### src/design/gha_pkg.sv
// Shared types, constants and helpers for the generational handle allocator.
// No dependencies; every other design file refers to this package by scope.
package gha_pkg;

    localparam int MAX_SLOTS = 1024;
    localparam int GEN_BITS  = 16;
    localparam int IDX_W     = $clog2(MAX_SLOTS);
    localparam int CNT_W     = $clog2(MAX_SLOTS + 1);
    localparam int GEN_W     = GEN_BITS;

    typedef enum logic [1:0] {
        OP_CREATE   = 2'd0,
        OP_DESTROY  = 2'd1,
        OP_VALIDATE = 2'd2,
        OP_CLEAR    = 2'd3
    } t_op;

    typedef enum logic [1:0] {
        STATUS_OK      = 2'd0,
        STATUS_INVALID = 2'd1,
        STATUS_FULL    = 2'd2
    } t_status;

    typedef enum logic [1:0] {
        ST_IDLE,
        ST_FIFO_RD,
        ST_EXEC
    } t_state;

    // Classified request as it sits in the request queue.
    typedef struct packed {
        t_op              op;
        logic [IDX_W-1:0] index;
        logic [GEN_W-1:0] gen;
        logic             gen_nz;
    } t_req;

    typedef struct packed {
        t_status          status;
        logic [IDX_W-1:0] index;
        logic [GEN_W-1:0] gen;
        logic [CNT_W-1:0] live;
    } t_rsp;

    typedef struct packed {
        logic             alive;
        logic [GEN_W-1:0] gen;
    } t_slot;

    function automatic logic [IDX_W-1:0] ring_next(input logic [IDX_W-1:0] p);
        return (p == IDX_W'(MAX_SLOTS - 1)) ? '0 : p + 1'b1;
    endfunction

endpackage

### src/design/gha_out.sv
// Result queue: two-entry buffer between the back end and the
// empty/pop side of the block. Uses gha_pkg.
module gha_out (
    input  logic          i_clk,
    input  logic          i_rst_n,
    input  logic          i_rsp_push,
    input  gha_pkg::t_rsp i_rsp,
    output logic          o_rsp_ready,
    output logic          o_empty,
    input  logic          i_pop,
    output gha_pkg::t_rsp o_rsp
);

    gha_pkg::t_rsp r_q [2];
    logic          r_wr_ptr, r_rd_ptr;
    logic [1:0]    r_cnt;
    logic          push_ok, pop_ok;

    assign o_rsp_ready = (r_cnt != 2'd2);
    assign o_empty     = (r_cnt == 2'd0);
    assign o_rsp       = r_q[r_rd_ptr];
    assign push_ok     = i_rsp_push && o_rsp_ready;
    assign pop_ok      = i_pop && !o_empty;

    always_ff @(posedge i_clk) begin
        if (!i_rst_n) begin
            r_wr_ptr <= 1'b0;
            r_rd_ptr <= 1'b0;
            r_cnt    <= 2'd0;
        end else begin
            r_wr_ptr <= r_wr_ptr ^ push_ok;
            r_rd_ptr <= r_rd_ptr ^ pop_ok;
            r_cnt    <= r_cnt + {1'b0, push_ok} - {1'b0, pop_ok};
        end
    end

    always_ff @(posedge i_clk) begin
        if (push_ok) begin
            r_q[r_wr_ptr] <= i_rsp;
        end
    end

endmodule

### config.mk
export PLATFORM = sky130hd
export DESIGN_NAME = gha_out
export DESIGN_NICKNAME = d
export VERILOG_FILES = /design/src/design/gha_pkg.sv /design/src/design/gha_out.sv
export SDC_FILE = /design/constraint.sdc
export NUM_CORES = 1
export LEC_CHECK = 0
export BUFFER_PORTS_ARGS = -buffer_cell sky130_fd_sc_hd__buf_2
export CORE_ASPECT_RATIO = 1.4
export CORE_UTILIZATION = 55
export DETAILED_ROUTE_END_ITERATION = 7
export HOLD_SLACK_MARGIN = 0.1
export PLACE_DENSITY = 0.91
export SLEW_MARGIN = 10
export SYNTH_ARGS = -nofsm -noshare
export SYNTH_HDL_FRONTEND = slang
export SYNTH_SLANG_ARGS = --single-unit
### constraint.sdc
create_clock -name i_clk -period 5.2 [get_ports i_clk]
set_clock_uncertainty 0.05 [all_clocks]
set_input_delay 0.52 -clock i_clk [delete_from_list [all_inputs] [get_ports i_clk]]
set_output_delay 0.52 -clock i_clk [all_outputs]
set_load 0.05 [all_outputs]
==> impl_metrics.sql <==
INSERT INTO impl_metrics (metric_group, metric, value, unit) VALUES
('pwr', 'total_power', '2031', 'uW'),
('yosys', 'synth_top_flop_cell', 'edfxtp_1', ''),
('final_layout', 'fillCellCount', '368', ''),
('yosys', 'synth_largest_area_cell', 'edfxtp_1', ''),
('floorplanning', 'starting_density_of_the_core', '56.82', '%'),
('clocking', 'ctsResizeCount', '0', ''),
('floorplanning', 'dieHeight', '91.07', 'um'),
('yosys', 'synth-edff-count', '78', ''),
('routing', 'dr.first_iter.drc_count', '98', ''),
('yosys', 'syn_area_per_cell', '21.49', 'sq um'),
('placement', 'gpl.final_weighted_congestion', '0.6844', ''),
('pwr', 'pwr_density_cell', '538.1', 'nW/um^2'),
('pwr', 'swShare', '36.82', '%'),
('clocking', 'cts_setup_buffers', '0', ''),
('clocking', 'total_clock_buffers_created_by_cts', '9', ''),
('clocking', 'cts.path.max_buffers', '2', ''),
('min_path', 'source_of_the_worst_hold_timing_path', 'i_rsp[31]', ''),
('yosys', 'netlist_instances', '145', ''),
('sta', 'worst_slew_margin_rel', '34.98', '%'),
('global_route', 'grtUsageTotal', '16.20', '%'),
('pwr', 'pwr-share-comb', '33.8', '%'),
('sta', 'post_route_setup_tns', '0', 'ns'),
('final_layout', 'final_net_count', '282', ''),
('final_layout', 'seq_area', '2444', 'sq um'),
('status', 'status', 'complete, no violations', ''),
('routing', 'drt_first_pass_iters', '4', ''),
('min_path', 'hold_path.class', 'in -> reg', ''),
('sta', 'clock.fmax', '0.3940', 'GHz'),
('setup_path', 'critical_r2r_launch', 'r_cnt[0]', ''),
('sta', 'worstMarginPinSlew', '0.9753', 'ns'),
('setup_path', 'timing.reg2reg.setup_slack', '3.22', 'ns'),
('final_layout', 'n_antenna_cell', '0', ''),
('routing', 'drt_wl_total', '4.541', 'mm'),
('clocking', 'cts_root_buffer', 'clkbuf_8', ''),
('global_route', 'grt_first_pass_wirelength', '6.762', 'mm'),
('clocking', 'ctsHoldBuffers', '0', ''),
('pwr', 'internal_power', '1283', 'uW'),
('pwr', 'p_clk_share', '21.3', '%'),
('global_route', 'pin_count_of_the_biggest_net_entering_global_routing', '40', ''),
('routing', 'vias', '1578', ''),
('yosys', 'synth.yosys.seq_area_share', '78.36', '%'),
('yosys', 'count_leader_synth', 'edfxtp_1', ''),
('clocking', 'clkSinkCount', '83', ''),
('sta', 'period_minus_slack', '2.538', 'ns'),
('yosys', 'cell_area_after_synthesis', '3117', 'sq um'),
('pwr', 'cellLeakagePower', '0.001443', 'uW'),
('yosys', 'synthTopCellsByCount', 'edfxtp_1 (78), mux2_2 (29), mux2_4 (10)', ''),
('sta', 'setup_repair_after_global_routing_missed_its_margin', 'no', ''),
('routing', 'drc', '0', ''),
('floorplanning', 'dieWidth', '65.62', 'um'),
('sta', 'finalMaxSlewViolations', '0', ''),
('final_layout', 'syn_to_final_growth', '21.08', '%'),
('min_path', 'min_path_cells', '1', ''),
('yosys', 'count_of_cell_types_in_the_netlist', '17', ''),
('setup_path', 'critical_path_required', '4.63', 'ns'),
('yosys', 'yosys-top-cells-area', 'edfxtp_1 (75%), mux2_2 (10%), mux2_4 (4.8%), dfxtp_1 (3.2%), ha_1 (1.6%)', ''),
('floorplanning', 'placeableCoreArea', '5485', 'sq um'),
('floorplanning', 'die-area', '5976', 'sq um'),
('setup_path', 'worstPathMaxFanout', '39', ''),
('final_layout', 'combined_area_of_the_multi_input_logic_cells', '630.6', 'sq um'),
('clocking', 'h_tree_lvls', '3', ''),
('pwr', 'switching_power_of_the_nets', '747.6', 'uW'),
('yosys', 'yosysWarnings', '0', ''),
('yosys', 'synthDominantCellAreaShare', '75.15', '%'),
('global_route', 'number_of_global_route_vias_before_repair', '1593', ''),
('final_layout', 'final_layout_size_suffix_gt1_share', '58.33', '%'),
('sta', 'setup_viol_count_final', '0', ''),
('clocking', 'worst_skew_pair.late_latency', '0.33', 'ns'),
('setup_path', 'r2r.worst_path.cells', '3', ''),
('floorplanning', 'ios', '84', ''),
('routing', 'postRouteAntennaNets', '0', '');
[registers in the layout, summed over array words and instances, names as in the netlist, named ones only]
register	flops
r_q	78
r_cnt	2
r_rd_ptr	1
r_wr_ptr	1
[stage by stage]
stage | hold slack [ns] | worst slack [ns] | instances
after floorplan | 0.4016 | 2.717 | 145
after global placement | 0.4032 | 2.962 | 292
after detailed placement | 0.4248 | 2.985 | 292
after CTS | 0.2956 | 2.602 | 308
after global routing | 0.2922 | 2.543 | 308
final | 0.3161 | 2.662 | 308
[layout by cell type (no fill, tap or decap), types with 2 or more instances in the layout]
cell type,n
buf_2,83
edfxtp_1,78
mux2_2,29
mux2_4,10
clkbuf_8,9
dfxtp_1,4
nand2b_1,2
and2_1,2
inv_1,2
nand2_1,2
mux2i_1,2
nor2b_1,2
ha_1,2
ha_2,2
clkinvlp_4,2
clkinv_2,2
[layer usage]
| layer | vias up | wire, um | global-route usage [%] |
|---|---|---|---|
| met5 | - | 0 | 0 |
| met4 | 0 | 98 | 7.971 |
| met3 | 9 | 208 | 5.653 |
| met2 | 61 | 2635 | 29.25 |
| met1 | 766 | 1598 | 15.56 |
| li1 | 742 | - | - |
[power groups by stage]
stage | Clock (uW) | Combinational (uW) | Sequential (uW)
2_1_floorplan | 0 | 604 | 885
3_3_place_gp | 0 | 687 | 925
3_5_place_dp | 0 | 691 | 931
4_1_cts | 444 | 693 | 916
5_1_grt | 467 | 719 | 925
6_report | 433 | 686 | 912
[kinds of logic (layout without fill, tap and decap cells)]
group	Yosys count	in the layout	synth area share [%]
XOR/XNOR	1	1	0.7226
flip-flops	83	83	78.36
buffers and inverters	6	101	1.565
AND/OR/NAND/NOR	9	9	1.565
adder cells (fa/ha/maj)	4	4	1.606
AO/OA/AOI/OAI	1	1	0.2410
multiplexers	41	41	15.94
[critical path, cell delays in order (launching register included)]
cell	delay (ns)
dfxtp_2	0.97
mux2_2	0.43
buf_2	0.21
[how the worst max path moves through the flow]
| stage | start | endpoint | cells after the start |
|---|---|---|---|
| after global routing | register | o_rsp[0] | 2 |
| after floorplan | r_cnt[0] | r_q[1][0] | 3 |
| after detailed placement | register | o_rsp[9] | 2 |
| final | register | o_rsp[9] | 2 |
| after global placement | register | o_rsp[9] | 2 |
| after CTS | register | o_rsp[0] | 2 |
[area by class of cell]
cell class                      instances  area share, %
Clock inverter                          7          1.790
Multi-Input combinational cell         56          16.71
Inverter                                2         0.1989
Timing Repair Buffer                   83          11.01
Clock buffer                            9          3.282
Sequential cell                        83          64.75
Tap cell                               68          2.255
Note: power is estimated with default switching activity, not from simulation.
