File: config.mk
export PLATFORM = sky130hd
export DESIGN_NAME = gha_front
export DESIGN_NICKNAME = d
export VERILOG_FILES = /design/src/design/gha_pkg.sv /design/src/design/gha_front.sv
export SDC_FILE = /design/constraint.sdc
export NUM_CORES = 1
export LEC_CHECK = 0
export BUFFER_PORTS_ARGS = -buffer_cell sky130_fd_sc_hd__clkbuf_2
export CORE_MARGIN = 1
export CORE_UTILIZATION = 56
export CTS_BUF_LIST = sky130_fd_sc_hd__clkbuf_16
export DETAILED_ROUTE_END_ITERATION = 6
export PLACE_DENSITY = 0.95
export SETUP_SLACK_MARGIN = 0.4
export SYNTH_ARGS = -nofsm -noshare
export SYNTH_HDL_FRONTEND = slang
export SYNTH_SLANG_ARGS = --single-unit
File: constraint.sdc
create_clock -name i_clk -period 3.9 [get_ports i_clk]
set_input_delay 0.195 -clock i_clk [delete_from_list [all_inputs] [get_ports i_clk]]
set_output_delay 0.195 -clock i_clk [all_outputs]
set_load 0.01 [all_outputs]
File: src/design/gha_pkg.sv
// Shared types, constants and helpers for the generational handle allocator.
// No dependencies; every other design file refers to this package by scope.
package gha_pkg;

    localparam int MAX_SLOTS = 1024;
    localparam int GEN_BITS  = 16;
    localparam int IDX_W     = $clog2(MAX_SLOTS);
    localparam int CNT_W     = $clog2(MAX_SLOTS + 1);
    localparam int GEN_W     = GEN_BITS;

    typedef enum logic [1:0] {
        OP_CREATE   = 2'd0,
        OP_DESTROY  = 2'd1,
        OP_VALIDATE = 2'd2,
        OP_CLEAR    = 2'd3
    } t_op;

    typedef enum logic [1:0] {
        STATUS_OK      = 2'd0,
        STATUS_INVALID = 2'd1,
        STATUS_FULL    = 2'd2
    } t_status;

    typedef enum logic [1:0] {
        ST_IDLE,
        ST_FIFO_RD,
        ST_EXEC
    } t_state;

    // Classified request as it sits in the request queue.
    typedef struct packed {
        t_op              op;
        logic [IDX_W-1:0] index;
        logic [GEN_W-1:0] gen;
        logic             gen_nz;
    } t_req;

    typedef struct packed {
        t_status          status;
        logic [IDX_W-1:0] index;
        logic [GEN_W-1:0] gen;
        logic [CNT_W-1:0] live;
    } t_rsp;

    typedef struct packed {
        logic             alive;
        logic [GEN_W-1:0] gen;
    } t_slot;

    function automatic logic [IDX_W-1:0] ring_next(input logic [IDX_W-1:0] p);
        return (p == IDX_W'(MAX_SLOTS - 1)) ? '0 : p + 1'b1;
    endfunction

endpackage

File: src/design/gha_front.sv
// Front end: accepts requests on the push/full side, classifies them and
// holds them in a two-entry queue for the back end. Uses gha_pkg.
module gha_front (
    input  logic                      i_clk,
    input  logic                      i_rst_n,
    input  logic                      i_push,
    output logic                      o_full,
    input  logic [1:0]                i_req_type,
    input  logic [gha_pkg::IDX_W-1:0] i_handle_index,
    input  logic [gha_pkg::GEN_W-1:0] i_handle_generation,
    output logic                      o_req_valid,
    output gha_pkg::t_req             o_req,
    input  logic                      i_req_pop
);

    gha_pkg::t_req r_q [2];
    logic          r_wr_ptr, r_rd_ptr;
    logic [1:0]    r_cnt;
    logic          n_wr_ptr, n_rd_ptr;
    logic [1:0]    n_cnt;
    logic          push_ok, pop_ok;
    gha_pkg::t_req cls;

    // Classify: decode the opcode and flag the null generation up front.
    always_comb begin
        cls.op     = gha_pkg::t_op'(i_req_type);
        cls.index  = i_handle_index;
        cls.gen    = i_handle_generation;
        cls.gen_nz = (i_handle_generation != '0);
    end

    assign o_full      = (r_cnt == 2'd2);
    assign o_req_valid = (r_cnt != 2'd0);
    assign o_req       = r_q[r_rd_ptr];
    assign push_ok     = i_push && !o_full;
    assign pop_ok      = i_req_pop && o_req_valid;

    always_comb begin
        n_wr_ptr = r_wr_ptr ^ push_ok;
        n_rd_ptr = r_rd_ptr ^ pop_ok;
        n_cnt    = r_cnt + {1'b0, push_ok} - {1'b0, pop_ok};
    end

    always_ff @(posedge i_clk) begin
        if (!i_rst_n) begin
            r_wr_ptr <= 1'b0;
            r_rd_ptr <= 1'b0;
            r_cnt    <= 2'd0;
        end else begin
            r_wr_ptr <= n_wr_ptr;
            r_rd_ptr <= n_rd_ptr;
            r_cnt    <= n_cnt;
        end
    end

    always_ff @(posedge i_clk) begin
        if (push_ok) begin
            r_q[r_wr_ptr] <= cls;
        end
    end

endmodule

==> impl_results.md, run 1 <==
- Via count: 1299
- PnR worst setup slack: around 1.8 ns
- Unique masters post-synth: 18
- Final Max Slew Viols: 0
- CTS H-tree lvls: 3
- Slew HR: approximately an eighth
- Synth async-reset ratio: 0%
- ANT nets after route: 0
- Most common flop cell mapped by yosys: edfxtp_1
- Routed wire length: ~4.2 mm
- Core area: ~4100 um^2
- Crit path required time: between 3 and 4 ns
- Largest family of logic cells by synthesized area: multiplexers
- Skew final: 0.00335 ns
- CP delay by family, top: adder cells
- Fin. Hold Viols: 0
- Syn nets: approximately 160
- Antenna fix cells: 0
- Setup TNS: 0 ns
- Filler Cell Count: roughly 240
- Fraction of layout cells with a size suffix above 1: between 50% and 60%
- CP Class: reg2reg
- Pre-CTS setup slack: ~1.8 ns
- Total grt overflow: 0
- CTS Buf Count: 9
- Critical Path, Cell by Cell: nand2b_1 -> and2_1 -> ha_1
- Count leader, synth: edfxtp_1
- Crit path max fanout: 29
- Die height: slightly below 70 um
- Vias in the first global route: roughly 1300
- Synth top area share: 71.8%
- Crit path capture type: flop
- WL/cell: ~17 um
- Worst path bufs/invs: 0
- Rows: 23
- GRT Total Usage: 20.0%
- Slowest Stage Delay on Critical Path: 1.04 ns
- Max-cap violations: 0
- Worst slew pin tran: between 1 and 1.5 ns
- Clk Latency, worst-skew pair: 0.32 ns
- Post-synthesis sequential area ratio: 75.9%
- GP Congestion: just under 0.7
- Post-route minimum period: roughly 2.1 ns
- Initial core utilization: between 50% and 60%
- RSZ-0062 raised after global routing: false
- DRC errors left: 0
- Non-filler instance count after layout: around 250
- DP HPWL: about 2.7 mm
- Post-synth EDFFs: between 50 and 60
- Worst endpoint data arrival time: between 2 and 2.5 ns
- Die W: around 68 um
- Post-CTS Setup Inserts: 0
- Clk sinks: between 60 and 70
- Final-stage net count: approximately 230
- Synth Area in Adders: 2.06%
- IO Port Bufs: between 60 and 70
- Pwr dens: 700 nW/um^2
- Critical-path cell with the highest stage delay: ha_1
- Leading area contributor after synthesis: edfxtp_1
- Seq cells post-synth: 63
- Vias per inst: 5.30
- P_leak: ~1.2 nW
- Syn. warnings: 0
- Hold crit path type: in2reg
- CTS Hold Buffers Added: 0
- Largest net degree at the start of global routing: 30
- XOR/XNOR Fraction of Synth Area: 0.928%
- Synth Cell Area: 2430 um^2
- Top cells by count, synth: edfxtp_1 (58), mux2_2 (19), mux2_4 (10)
- Status: complete, no violations
- Simple-Gate Fraction of Synth Area: approximately 3.4%
- Setup-failing EPs final: 0
- TritonRoute pass-1 iters: 4
- Synth Area in Compound Gates: 0.309%
- First-pass GRT wire length: roughly 6.0 mm
- CP Launch Type: flop
- Clk slew on worst S/H paths: 0.05 ns
- DR iter-0 viols: between 90 and 100
- Max frequency: 0.474 GHz
- Placed insts: 230
- Antenna violations before repair: 0
- Die area: 4600 um^2
- Area delta synth->final: 27.0%
- Synthesized instance count: 120
- Final worst-path cycle share: between 50% and 60%
- CTS Buffer Depth: 2
- Mean Syn Cell Area: 20.2 um^2
- Multiplexer share of the synthesized area: between 10% and 20%
- Peak supply drop: 403 uV
- Largest cells by area after synthesis: edfxtp_1 (72%), mux2_2 (8.8%), mux2_4 (6.2%), dfxtp_1 (4.1%), ha_1 (2.1%)
- Post_cts resized: 0
- CTS tree: done
- Root Buffer: clkbuf_16
- Num ports: between 60 and 70
==> layout make-up <==
cell class	instances	area [um^2]	share of cell area, %
Timing Repair Buffer	63	318	10.3
Clock inverter	6	77.6	2.52
Multi-Input combinational cell	51	547	17.7
Sequential cell	63	1840	59.7
Clock buffer	9	225	7.31
Inverter	3	11.3	0.365
Tap cell	50	62.6	2.03
==> metal layers <==
metal | wire length, um | up-vias | track usage [%]
met5 | 0 | - | 0
met4 | 62 | 0 | 6.77
met3 | 285 | 6 | 9.17
met2 | 2040 | 59 | 31.9
met1 | 1770 | 621 | 24.2
li1 | - | 613 | -
==> flip-flops by register name, indices dropped and copies added (netlist names), named ones only <==
name	cells
r_wr_ptr	1
r_cnt	2
r_rd_ptr	1
r_q	58
==> where the power goes <==
group	internal (mW)	leakage [nW]	switching (mW)	total [mW]
clock	0.547	0.154	0.254	0.801
combinational	0.227	0.497	0.236	0.463
sequential	0.862	0.577	0.0316	0.893
total	1.64	1.23	0.521	2.16
==> worst paths after layout <==
path / startpoint / endpoint / slack, ns / depth (start not counted)
worst max-delay path: r_cnt[0]$_SDFF_PN0_ / r_q[1][27]$_DFFE_PP_ / 1.79 / 3
worst max register to register: r_cnt[0]$_SDFF_PN0_ / r_q[1][27]$_DFFE_PP_ / 1.79 / 3
worst min-delay path: i_handle_index[9] / r_q[1][26]$_DFFE_PP_ / 0.07 / 1
worst min register to register: r_rd_ptr$_SDFF_PN0_ / r_rd_ptr$_SDFF_PN0_ / 0.50 / 2
==> per-stage QoR <==
| step | area (um^2) | power (mW) | util (%) | hold slack (ns) |
|---|---|---|---|---|
| 3_3_place_gp | 2780 | 1.34 | 68.0 | 0.388 |
| 2_1_floorplan | 2430 | 1.22 | - | 0.294 |
| 3_5_place_dp | 2780 | 1.37 | 68.0 | 0.388 |
| 5_1_grt | 3080 | 2.25 | 75.4 | 0.0620 |
| 6_report | 3080 | 2.16 | 75.4 | 0.0691 |
| 4_1_cts | 3080 | 2.17 | 75.4 | 0.0616 |
==> cell usage in the layout (no fill, tap or decap), drive strengths merged, types with 2 or more instances in the layout <==
cell type	netlist	routed
nor2b	2	2
and2	2	2
bufinv	0	2
edfxtp	58	58
mux2	29	29
mux2i	2	2
nand2	2	2
dfxtp	5	5
nand2b	2	2
clkbuf	0	71
clkinv	0	3
inv	3	4
ha	4	4
nor4	4	4
==> cells by family (layout without fill, tap and decap cells) <==
| logic type | Yosys count | count (layout) |
|---|---|---|
| flip-flops | 63 | 63 |
| multiplexers | 31 | 31 |
| AND/OR/NAND/NOR | 14 | 14 |
| buffers and inverters | 6 | 81 |
| adder cells (fa/ha/maj) | 4 | 4 |
| AO/OA/AOI/OAI | 1 | 1 |
| XOR/XNOR | 1 | 1 |
Power figures use the tool's default switching activity.
==> run 2, diff against run 1 <==
--- a/config.mk
+++ b/config.mk
@@ -7,10 +7,10 @@
 export LEC_CHECK = 0
 export BUFFER_PORTS_ARGS = -buffer_cell sky130_fd_sc_hd__clkbuf_2
 export CORE_MARGIN = 1
-export CORE_UTILIZATION = 56
+export CORE_UTILIZATION = 52
 export CTS_BUF_LIST = sky130_fd_sc_hd__clkbuf_16
 export DETAILED_ROUTE_END_ITERATION = 6
-export PLACE_DENSITY = 0.95
+export PLACE_DENSITY = 0.91
 export SETUP_SLACK_MARGIN = 0.4
 export SYNTH_ARGS = -nofsm -noshare
 export SYNTH_HDL_FRONTEND = slang
==> constraint.sdc (replaced) <==
create_clock -name i_clk -period 2 [get_ports i_clk]
set_input_delay 0.1 -clock i_clk [delete_from_list [all_inputs] [get_ports i_clk]]
set_output_delay 0.1 -clock i_clk [all_outputs]
set_load 0.01 [all_outputs]
==> run 2 against run 1 <==
- sequential power rose by 94%
- first-iteration DRC count shrank 12%
- combinational power is 110% higher
- global-route usage is 0.99 points higher
- count of clock-buffer cells in the layout unchanged
- worst hold slack lost 0.063 ns
- critical path depth unchanged
- non-clock buffer count grew 29
- power increased by 86%
- largest cell class unchanged
- largest power group unchanged
==> impl_results.md, run 2 (synthesis results as in run 1) <==
- Total grt overflow: 0 (unchanged)
- Final worst-path cycle share: 75.5%
- TritonRoute pass-1 iters: 4 (unchanged)
- GRT Total Usage: 21.0% (was 20.0%)
- Initial core utilization: 55.0% (was 59.4%)
- RSZ-0062 raised after global routing: false (unchanged)
- CTS Buffer Depth: 2 (unchanged)
- Setup TNS: 0 ns (unchanged)
- Hold crit path type: in2reg (unchanged)
- Crit path capture type: output pin (was flop)
- Routed wire length: 4.64 mm (was 4.15 mm)
- CTS Buf Count: 9 (unchanged)
- Filler Cell Count: 272 (was 241)
- Worst endpoint data arrival time: 1.41 ns (was 2.03 ns)
- Clk sinks: 63 (unchanged)
- GR Layer Usage met3: 8.66% (was 9.17%)
- CTS H-tree lvls: 3 (unchanged)
- Pwr dens: 1200 nW/um^2 (was 700 nW/um^2)
- Num ports: 63 (unchanged)
- Busiest layer in global routing: met2 (unchanged)
- CP Class: reg2out (was reg2reg)
- Met2 usage in global routing: 34.9% (was 31.9%)
- Skew final: 0.00655 ns (was 0.00335 ns)
- Clk slew on worst S/H paths: 0.05 ns (about the same)
- DR iter-0 viols: 86 (was 98)
- Pre-CTS setup slack: 0.457 ns (was 1.78 ns)
- Max frequency: 0.662 GHz
- Hold path start: i_handle_generation[6] (was i_handle_index[9])
- Fraction of layout cells with a size suffix above 1: 46.2% (was 54.4%)
- Post-CTS Setup Inserts: 0 (unchanged)
- Die area: 4940 um^2 (was 4600 um^2)
- Status: complete, no violations (unchanged)
- Die height: 70.3 um (was 67.8 um)
- CP Launch Type: flop (unchanged)
- Max-cap violations: 0 (unchanged)
- Final-stage net count: 256 (was 227)
- PnR worst setup slack: 0.490 ns (was 1.79 ns)
- Clk Latency, worst-skew pair: 0.32 ns (about the same)
- Fin. Hold Viols: 0 (unchanged)
- WL/cell: 16.7 um (was 17.0 um)
- Setup-failing EPs final: 0 (unchanged)
- Worst slew pin tran: 0.346 ns (was 1.31 ns)
- Slew HR: 76.7% (was 12.7%)
- Multi-input logic area: 547 um^2 (unchanged)
- Via count: 1390 (was 1299)
- R2R depth: 4 (was 3)
- Top reg by flops: r_q (unchanged)
- Crit path required time: 1.90 ns (was 3.82 ns)
- Area delta synth->final: 37.6% (was 27.0%)
- Post-route minimum period: 1.51 ns
- Core area: 4410 um^2 (was 4090 um^2)
- Sequential Area: 1840 um^2 (unchanged)
- Rows: 24 (was 23)
- DP HPWL: 2.75 mm (about the same)
- GP Congestion: 0.654 (was 0.680)
- Antenna violations before repair: 0 (unchanged)
- Vias in the first global route: 1572 (was 1293)
- Max FFs per register: 58 (unchanged)
- P_leak: 1.33 nW (was 1.23 nW)
- ANT nets after route: 0 (unchanged)
- Most common cell after layout, fill and taps aside: clkbuf_2 (unchanged)
- Largest net degree at the start of global routing: 30 (unchanged)
- CTS tree: done (unchanged)
- Root Buffer: clkbuf_16 (unchanged)
- Hold worst-path end: r_q[1][7]$_DFFE_PP_ (was r_q[1][26]$_DFFE_PP_)
- Final Max Slew Viols: 0 (unchanged)
- Vias per inst: 5.02 (was 5.30)
- Antenna fix cells: 0 (unchanged)
- Peak supply drop: 909 uV (was 403 uV)
- Crit Reg-Reg Endpoint: r_q[0][25]$_DFFE_PP_ (was r_q[1][27]$_DFFE_PP_)
- DRC errors left: 0 (unchanged)
- IO Port Bufs: 62 (unchanged)
- Die W: 70.3 um (was 67.8 um)
- Top Registers: r_q: 58 flops, r_cnt: 2 flops (unchanged)
- Worst R2R Setup Slack: 0.53 ns (was 1.79 ns)
- Worst Hold Depth: 1 (unchanged)
- FF-to-FF Start: r_cnt[0]$_SDFF_PN0_ (unchanged)
- Crit path max fanout: 29 (unchanged)
- Met1 GRT Util: 24.5% (was 24.2%)
- Most frequent cells in the layout: clkbuf_2 (62), edfxtp_1 (58), dlygate4sd3_1 (27) (was clkbuf_2 (62), edfxtp_1 (58), mux2_2 (19))
- First-pass GRT wire length: 7.53 mm (was 6.03 mm)
[run 2: changes by cell type in the layout (fill, tap and decap cells not counted), sizes merged]
cell	before	now
dlygate4sd3	0	27
buf	1	3
bufinv	2	0
inv	4	6
clkinv	3	4
[run 2: cell type report]
| type | instances | area share (%) |
|---|---|---|
| Clock buffer | 9 | 6.74 |
| Clock inverter | 7 | 0.787 |
| Inverter | 3 | 0.337 |
| Multi-Input combinational cell | 51 | 16.4 |
| Sequential cell | 63 | 55.2 |
| Tap cell | 52 | 1.95 |
| Timing Repair Buffer | 92 | 18.7 |
[run 2: worst max-delay path, stage by stage (launching register included)]
cell	delay, ns
dfxtp_1	0.35
buf_12	0.22
mux2_2	0.38
clkbuf_2	0.13
[run 2: how the worst max path moves through the flow]
stage | from | end | slack (ns) | depth (start not counted)
floorplan | r_cnt[0]$_SDFF_PN0_ | r_q[1][0]$_DFFE_PP_ | 0.23 | 3
global placement | r_cnt[0]$_SDFF_PN0_ | r_q[1][25]$_DFFE_PP_ | 0.54 | 4
detailed placement | r_cnt[0]$_SDFF_PN0_ | r_q[0][17]$_DFFE_PP_ | 0.46 | 4
CTS | flop | o_req[0] | 0.42 | 3
global route | flop | o_req[0] | 0.41 | 3
finish | flop | o_req[0] | 0.49 | 3
[run 2: per-layer routing]
metal  wire, um  up-vias
li1           -      673
met1       1930      658
met2       2400       55
met3        264        4
met4         41        0
met5          0        -
[run 2: through the flow]
step                std cells  cell area [um^2]  utilization (%)  hold WS, ns  total power, mW
floorplan                 120              2430                -        0.199             2.37
global placement          234              2800             63.4        0.292             2.63
detailed placement        234              2800             63.4        0.296             2.68
CTS                       276              3310             75.1     0.000259             4.03
global route              277              3340             75.7       0.0153             4.19
finish                    277              3340             75.7      0.00636             4.01
[run 2: report_power, final]
part	leakage (nW)	total, mW	internal (mW)	switching (mW)
combinational	0.625	0.983	0.504	0.479
sequential	0.577	1.73	1.67	0.0614
clock	0.133	1.29	0.804	0.488
[run 2: what timing repair did]
item                                    4_1_cts  5_1_grt
endpoints found under the hold margin        52        2
hold buffers                                 26        1
endpoints found under the setup margin       19       77
gates resized for setup                       1        5
